==> src/bfha_pkg.sv <==
// Shared constants, codes and types of the best-fit heap allocator.
// Used by bfha_cfg and best_fit_heap_allocator; depends on nothing.
package bfha_pkg;

	localparam int HEAP_BYTES_DEF = 65536;
	localparam int FREE_SLOTS_DEF = 8192;
	localparam int HEADER_BYTES = 8;
	localparam int MIN_HEAP_BYTES = 4096;
	localparam int SPLIT_SPARE = 32;

	localparam int REQ_W = 17;
	localparam int OFFS_W = 16;
	localparam int STAT_W = 2;
	localparam int FREEC_W = 14;
	localparam int CFG_W = 17;
	localparam int EFF_W = 21;

	localparam logic [CFG_W-1:0] HEAP_BYTES_RST = 17'd65536;

	// chunk header status codes
	localparam logic [1:0] CK_NONE = 2'd0;
	localparam logic [1:0] CK_ALLOC = 2'd1;
	localparam logic [1:0] CK_FREE = 2'd2;

	// result status codes
	localparam logic [STAT_W-1:0] RES_OK = 2'd0;
	localparam logic [STAT_W-1:0] RES_NOFIT = 2'd1;
	localparam logic [STAT_W-1:0] RES_BADREL = 2'd2;

	// register index of heap_bytes
	localparam logic REG_HEAP = 1'b0;

	typedef struct packed {
		logic wr;
		logic [EFF_W-1:0] heap_eff;
	} cfg_t;

endpackage

==> src/bfha_cfg.sv <==
// APB register slice holding heap_bytes and its effective (clamped) heap size.
// Depends on bfha_pkg.
module bfha_cfg #(
	parameter int HEAP_BYTES = bfha_pkg::HEAP_BYTES_DEF
) (
	input  logic              clk,
	input  logic              arst_n,
	input  logic              psel,
	input  logic              penable,
	input  logic              pwrite,
	input  logic [2:0]        paddr,
	input  logic [31:0]       pwdata,
	output logic [31:0]       prdata,
	output logic              pready,
	output bfha_pkg::cfg_t    cfg
);

	logic [bfha_pkg::CFG_W-1:0] heap_bytes_q;
	logic                       wr;
	logic [bfha_pkg::CFG_W:0]   rnd;
	logic [bfha_pkg::EFF_W-1:0] eff;

	assign pready = 1'b1;
	assign wr = psel & penable & pwrite & (paddr[2] == bfha_pkg::REG_HEAP);

	always_ff @(posedge clk or negedge arst_n) begin
		if (!arst_n) begin
			heap_bytes_q <= bfha_pkg::HEAP_BYTES_RST;
		end else if (wr) begin
			heap_bytes_q <= pwdata[bfha_pkg::CFG_W-1:0];
		end
	end

	// round up to four bytes, then clamp to the legal range
	always_comb begin
		rnd = ({1'b0, heap_bytes_q} + 18'd3) & ~18'd3;
		if (bfha_pkg::EFF_W'(rnd) < bfha_pkg::EFF_W'(bfha_pkg::MIN_HEAP_BYTES)) begin
			eff = bfha_pkg::EFF_W'(bfha_pkg::MIN_HEAP_BYTES);
		end else if (bfha_pkg::EFF_W'(rnd) > bfha_pkg::EFF_W'(HEAP_BYTES)) begin
			eff = bfha_pkg::EFF_W'(HEAP_BYTES);
		end else begin
			eff = bfha_pkg::EFF_W'(rnd);
		end
	end

	assign cfg.wr = wr;
	assign cfg.heap_eff = eff;
	assign prdata = (paddr[2] == bfha_pkg::REG_HEAP) ? 32'(heap_bytes_q) : 32'd0;

endmodule

==> config.mk <==
export PLATFORM = sky130hd
export DESIGN_NAME = bfha_cfg
export DESIGN_NICKNAME = d
export VERILOG_FILES = /design/src/bfha_pkg.sv /design/src/bfha_cfg.sv
export SDC_FILE = /design/constraint.sdc
export NUM_CORES = 1
export LEC_CHECK = 0
export BUFFER_PORTS_ARGS = -buffer_cell sky130_fd_sc_hd__buf_2
export CELL_PAD_IN_SITES_DETAIL_PLACEMENT = 0
export CELL_PAD_IN_SITES_GLOBAL_PLACEMENT = 1
export CORE_MARGIN = 2
export CORE_UTILIZATION = 25
export CTS_CLUSTER_SIZE = 12
export DETAILED_ROUTE_END_ITERATION = 7
export MAX_ROUTING_LAYER = met4
export PLACE_DENSITY_LB_ADDON = 0.1
export SKIP_CTS_REPAIR_TIMING = 1
export SLEW_MARGIN = 0
export SYNTH_ARGS = -nofsm -noshare
export SYNTH_HDL_FRONTEND = slang
export SYNTH_SLANG_ARGS = --single-unit
export TNS_END_PERCENT = 50
==> constraint.sdc <==
create_clock -name clk -period 1.9 [get_ports clk]
set_clock_uncertainty 0.2 [all_clocks]
set_input_delay 0.38 -clock clk [delete_from_list [all_inputs] [get_ports clk]]
set_output_delay 0.38 -clock clk [all_outputs]
set_load 0.05 [all_outputs]
==> results of run 1 <==
[per-layer routing]
layer  up-vias  GRT usage  routed length, um
met1       652      0.187               1860
met3         5     0.0140                139
met4         0     0.0526                 59
met2        41      0.214               1940
li1        741          -                  -
met5         -          -                  0
[layout by cell type, fill, tap and decap left out, types with 2 or more instances in the layout]
cell      count
nor2b_1      14
nor4_1        4
and3_1        3
a21oi_4       6
nand2_1      46
a21o_1        2
xnor2_1       9
dfrtp_1      14
buf_4        45
xor2_1        2
inv_1         4
dfrtp_2       2
nor3_4        3
nor2_1        8
clkbuf_8      3
nor3_1        4
buf_12        2
nor4_2        2
buf_6        15
nand3_1       3
nand4_1       2
nor2_2        4
buf_2        37
o21ai_0       4
conb_1       22
[power breakdown]
| part | internal, mW | switching, mW | total, mW |
|---|---|---|---|
| logic | 0.578 | 0.934 | 1.51 |
| clock network | 0.149 | 0.124 | 0.273 |
| registers | 0.436 | 0.0612 | 0.497 |
| total | 1.16 | 1.12 | 2.28 |
[stage by stage]
stage | power (mW) | cell area (sq um) | utilization | setup WS (ps) | cells
after floorplan | 1.50 | 1570 | - | -542 | 202
after global placement | 1.88 | 2020 | 0.388 | -452 | 334
after detailed placement | 1.88 | 2020 | 0.388 | -486 | 334
after CTS | 2.16 | 2060 | 0.397 | -767 | 338
after global routing | 2.41 | 2250 | 0.432 | -748 | 346
final | 2.28 | 2250 | 0.432 | -644 | 346
[cell usage after synthesis]
| library cell | instances |
|---|---|
| nand2_1 | 46 |
| buf_4 | 24 |
| dfrtp_1 | 16 |
| nor2b_1 | 15 |
| nor2_1 | 12 |
| xnor2_1 | 9 |
| a21oi_1 | 7 |
| clkbuf_1 | 7 |
| nor3_1 | 6 |
| nor4_1 | 6 |
| inv_1 | 4 |
| o21ai_0 | 4 |
| and3_1 | 3 |
| nand3_1 | 3 |
| a21o_1 | 2 |
| conb_1 | 2 |
| nand4_1 | 2 |
| xor2_1 | 2 |
| a31o_2 | 1 |
| buf_6 | 1 |
| dfstp_2 | 1 |
| mux2_1 | 1 |
| nand2_4 | 1 |
| nand2b_1 | 1 |
| nand3_4 | 1 |
| nand4b_1 | 1 |
| nor3_2 | 1 |
| nor4_4 | 1 |
| o211ai_1 | 1 |
| or4_1 | 1 |
[critical path, cell delays in order (launching register included)]
cell	delay, ps
dfrtp_1	340
o211ai_1	130
or4_1	520
a21o_1	240
buf_12	160
a21oi_4	150
buf_6	170
[kinds of logic (layout without fill, tap and decap cells)]
logic type,after synthesis,in the layout,synth area share
xor+xnor,11,11,0.0704
other cells,2,22,0.00549
flops,17,17,0.312
mux,1,1,0.00823
compound gates,15,15,0.0631
buf+inv,36,110,0.170
simple gates,100,100,0.371
[layout make-up]
type	instances	area share
multi-input combinational	149	0.404
timing repair buffer	102	0.340
sequential	17	0.191
tap	70	0.0389
clock buffer	4	0.0200
inverter	4	0.00667
[how the worst max path moves through the flow]
| stage | to | slack [ps] |
|---|---|---|
| 3_5_place_dp | cfg[6] | -490 |
| 5_1_grt | cfg[6] | -750 |
| 3_3_place_gp | cfg[3] | -450 |
| 6_report | cfg[7] | -640 |
| 2_1_floorplan | cfg[8] | -540 |
| 4_1_cts | cfg[6] | -770 |
==> results.json, run 1 <==
{
  "crit_required_ps": 1320,
  "setup_viol": 16,
  "synthTopCellsByArea": "dfrtp_1, buf_4, nand2_1, nor2b_1, xnor2_1",
  "multi_input_area_sq_um": 910,
  "core_sq_um": 5200,
  "syn_to_final_growth_pct": 64.4,
  "first_global_vias": 1375,
  "hold_viol": 0,
  "grt_usage": 0.138,
  "cts_tree": "done",
  "portBuffers": 55,
  "r2r_slack_ps": 620,
  "syn-mean-instance-area_sq_um": 7.52,
  "syn_area_sq_um": 1370,
  "postSynthCellCount": 182,
  "yosysWarnings": 0,
  "start_util": 0.263,
  "maxCapViolations": 0,
  "fin_tns_setup_ps": -8740,
  "drive_gt1_frac": 0.464,
  "cts_max_level": 1,
  "numClockSinks": 17,
  "drc": 0,
  "nFillCells": 562,
  "ant_nets": 0,
  "leakagePower_nw": 1.14,
  "finalCritPeriodShare": 1.34,
  "antenna_found_initial": 0,
  "failed_checks": "negative setup slack",
  "min_path_cells": 3,
  "hold_path_end": "heap_bytes_q[10]",
  "clk_pin_slew_ps": 70,
  "end_kind": "output port",
  "viasPerCell": 4.16,
  "ir_worst_vdd_uv": 322,
  "critPathKind": "reg -> out",
  "dieArea_sq_um": 6080,
  "wl_um": 4000,
  "io_pins": 95,
  "cp-start-kind": "flop",
  "largestRegisters": "heap_bytes_q (17)",
  "seqCellArea_sq_um": 429,
  "diodes": 0,
  "drt_iter0_markers": 26,
  "power_density_nw_per_um2": 1010,
  "cts_buffers": 3,
  "min_from": "pwdata[10]",
  "die_h_um": 78.0,
  "yosysUniqueCellTypes": 30,
  "period_minus_slack_ps": 2540,
  "hold-worst-slack_ps": 114,
  "nNetsFinal": 317,
  "num_vias": 1439,
  "slew_violations": 0,
  "chipWidth_um": 78.0,
  "rows": 26,
  "cts_root_buffer": "clkbuf_8",
  "reg2reg_depth": 5,
  "wl_per_cell_um": 11.5,
  "timing.rr.start": "heap_bytes_q[6]",
  "clock_latency_ps": 250,
  "rr_endpoint": "heap_bytes_q[6]",
  "dp_hpwl_um": 3220,
  "top_register": "heap_bytes_q",
  "rsz0062_at_grt": "true",
  "cp_max_fo": 8,
  "routabilityCongestion": 0.756,
  "yosys.area.top_type": "dfrtp_1",
  "drtPass1Iterations": 5,
  "largest_reg_flops": 17,
  "synth-seq-area-share": 0.312,
  "setup_ws_ps": -644,
  "grt_pass1_wl_um": 6510,
  "min_path_type": "in -> reg",
  "setup.worst_path.start": "heap_bytes_q[1]",
  "grt_max_degree": 21,
  "overflow": 0,
  "clock.fmax_mhz": 393,
  "clockBufferDepth": 2,
  "synth-seq-cells": 17,
  "outcome": "complete, but fails checks",
  "worstPathArrival_ps": 1960,
  "synth_top_area_share": 0.293
}
No activity file was read; power rests on OpenSTA's default activity.
==> run 2, diff against run 1 <==
--- a/config.mk
+++ b/config.mk
@@ -5,7 +5,7 @@
 export SDC_FILE = /design/constraint.sdc
 export NUM_CORES = 1
 export LEC_CHECK = 0
-export BUFFER_PORTS_ARGS = -buffer_cell sky130_fd_sc_hd__buf_2
+export BUFFER_PORTS_ARGS = -buffer_cell sky130_fd_sc_hd__clkbuf_2
 export CELL_PAD_IN_SITES_DETAIL_PLACEMENT = 0
 export CELL_PAD_IN_SITES_GLOBAL_PLACEMENT = 1
 export CORE_MARGIN = 2
==> run 2 against run 1 <==
The flow still finishes with violations (negative setup slack); utilization rose by 2.2 points; hold slack got worse by 8.8 ps; wire length fell by 2.2%; sequential share of layout area fell by 0.91 points; worst setup slack got worse by 2.5 ps; first-iteration DRC count rose by 42%; combinational power rose by 9%; critical endpoint is now cfg[11]; largest power group unchanged; highest routed layer unchanged.
==> results.json, run 2 (same netlist as run 1, synthesis figures left out) <==
{
  "routabilityCongestion": 0.814,
  "seqCellArea_sq_um": 429,
  "end_kind": "output port",
  "place_area_sq_um": 2230,
  "min_path_type": "in -> reg",
  "numClockSinks": 17,
  "report.power.total_mw": 2.41,
  "pwr-share-clk": 0.110,
  "io_pins": 95,
  "fin_cells": 344,
  "grt_max_degree": 18,
  "mostFrequentLayoutCell": "nand2_1",
  "layout_common_cells": "nand2_1, buf_4, clkbuf_2",
  "syn_to_final_growth_pct": 72.7,
  "die_h_um": 78.0,
  "slowest_delay_ps": 530,
  "final_util": 0.454,
  "dp_slack_ps": -404,
  "clockBufferDepth": 2,
  "top_register": "heap_bytes_q",
  "crit_chain": "o211ai_1, or4_1, a21o_1, buf_6, nor2_2, buf_12",
  "rows": 26,
  "p_sw_frac": 0.475,
  "leakagePower_nw": 1.18,
  "largestRegisters": "heap_bytes_q (17)",
  "ir_worst_vdd_uv": 328,
  "drive_gt1_frac": 0.460,
  "diodes": 0,
  "clock_latency_ps": 250,
  "dp_hpwl_um": 3310,
  "fin_area_sq_um": 2360,
  "antenna_found_initial": 0,
  "power_switching_mw": 1.14,
  "grt_pass1_wl_um": 6360,
  "nFillCells": 556,
  "slew_violations": 0,
  "cts_max_level": 1,
  "reg2reg_depth": 4,
  "dp.cells": 338,
  "core_sq_um": 5200,
  "p_int_mw": 1.27,
  "crit_required_ps": 1320,
  "critPathKind": "reg -> out",
  "clock.fmax_mhz": 393,
  "nNetsFinal": 315,
  "hold_viol": 0,
  "hold-worst-slack_ps": 105,
  "finalCritPeriodShare": 1.34,
  "chipWidth_um": 78.0,
  "first_global_vias": 1350,
  "worstPathArrival_ps": 1970,
  "portBuffers": 55,
  "start_util": 0.263,
  "multi_input_area_sq_um": 927,
  "overflow": 0,
  "cts_tree": "done",
  "outcome": "complete, but fails checks",
  "slowest_stage": "or4_1",
  "largest_reg_flops": 17,
  "num_vias": 1412,
  "drtPass1Iterations": 4,
  "failed_checks": "negative setup slack",
  "drc": 0,
  "wl_per_cell_um": 11.4,
  "maxCapViolations": 0,
  "cts_root_buffer": "clkbuf_8",
  "fin_tns_setup_ps": -8590,
  "rsz0062_at_grt": "true",
  "drt_iter0_markers": 37,
  "wl_um": 3910,
  "setup_ws_ps": -647,
  "clk_pin_slew_ps": 70,
  "cts_buffers": 3,
  "grt_usage": 0.134,
  "cp-start-kind": "flop",
  "cp_max_fo": 6,
  "ant_nets": 0,
  "min_path_cells": 3,
  "dieArea_sq_um": 6080,
  "p_comb_frac": 0.682,
  "power_density_nw_per_um2": 1020,
  "viasPerCell": 4.10,
  "seqPwrFrac": 0.208,
  "period_minus_slack_ps": 2550,
  "setup_viol": 15
}
-- run 2: layer usage --
metal,GRT usage,up-vias,share of wire
li1,-,729,-
met1,0.175,645,0.46
met2,0.221,36,0.50
met3,0.0140,2,0.032
met4,0.0421,0,0.0074
met5,-,-,0
-- run 2: power groups by stage --
stage	combinational (mW)	sequential, mW	clock [mW]
floorplan	0.979	0.518	0
global placement	1.60	0.506	0
detailed placement	1.60	0.509	0
CTS	1.60	0.502	0.276
global route	1.74	0.515	0.290
finish	1.64	0.500	0.266
-- run 2: worst paths after layout --
check / start / to / slack [ps]
worst max-delay path: heap_bytes_q[0] / cfg[11] / -650
worst min-delay path: pwdata[16] / heap_bytes_q[16] / 100
worst max register to register: heap_bytes_q[9] / heap_bytes_q[9] / 700
worst min register to register: heap_bytes_q[1] / heap_bytes_q[1] / 400
max in group asynchronous: arst_n / heap_bytes_q[16] / 770
min in group asynchronous: arst_n / heap_bytes_q[3] / 400
-- run 2: area by class of cell --
| type | count | share of cell area |
|---|---|---|
| multi-input cells | 149 | 0.392 |
| repair buffers | 100 | 0.363 |
| flip-flops and latches | 17 | 0.182 |
| well taps | 70 | 0.0371 |
| clock buffers | 3 | 0.0175 |
| inverters | 4 | 0.00635 |
| clock inverters | 1 | 0.00212 |
-- run 2: critical path, delay by kind of cell, from the launching register on --
family / cells / cell delay (ps)
AO/OA/AOI/OAI: 2 / 370
buffers and inverters: 2 / 320
flip-flops: 1 / 350
AND/OR/NAND/NOR: 2 / 680
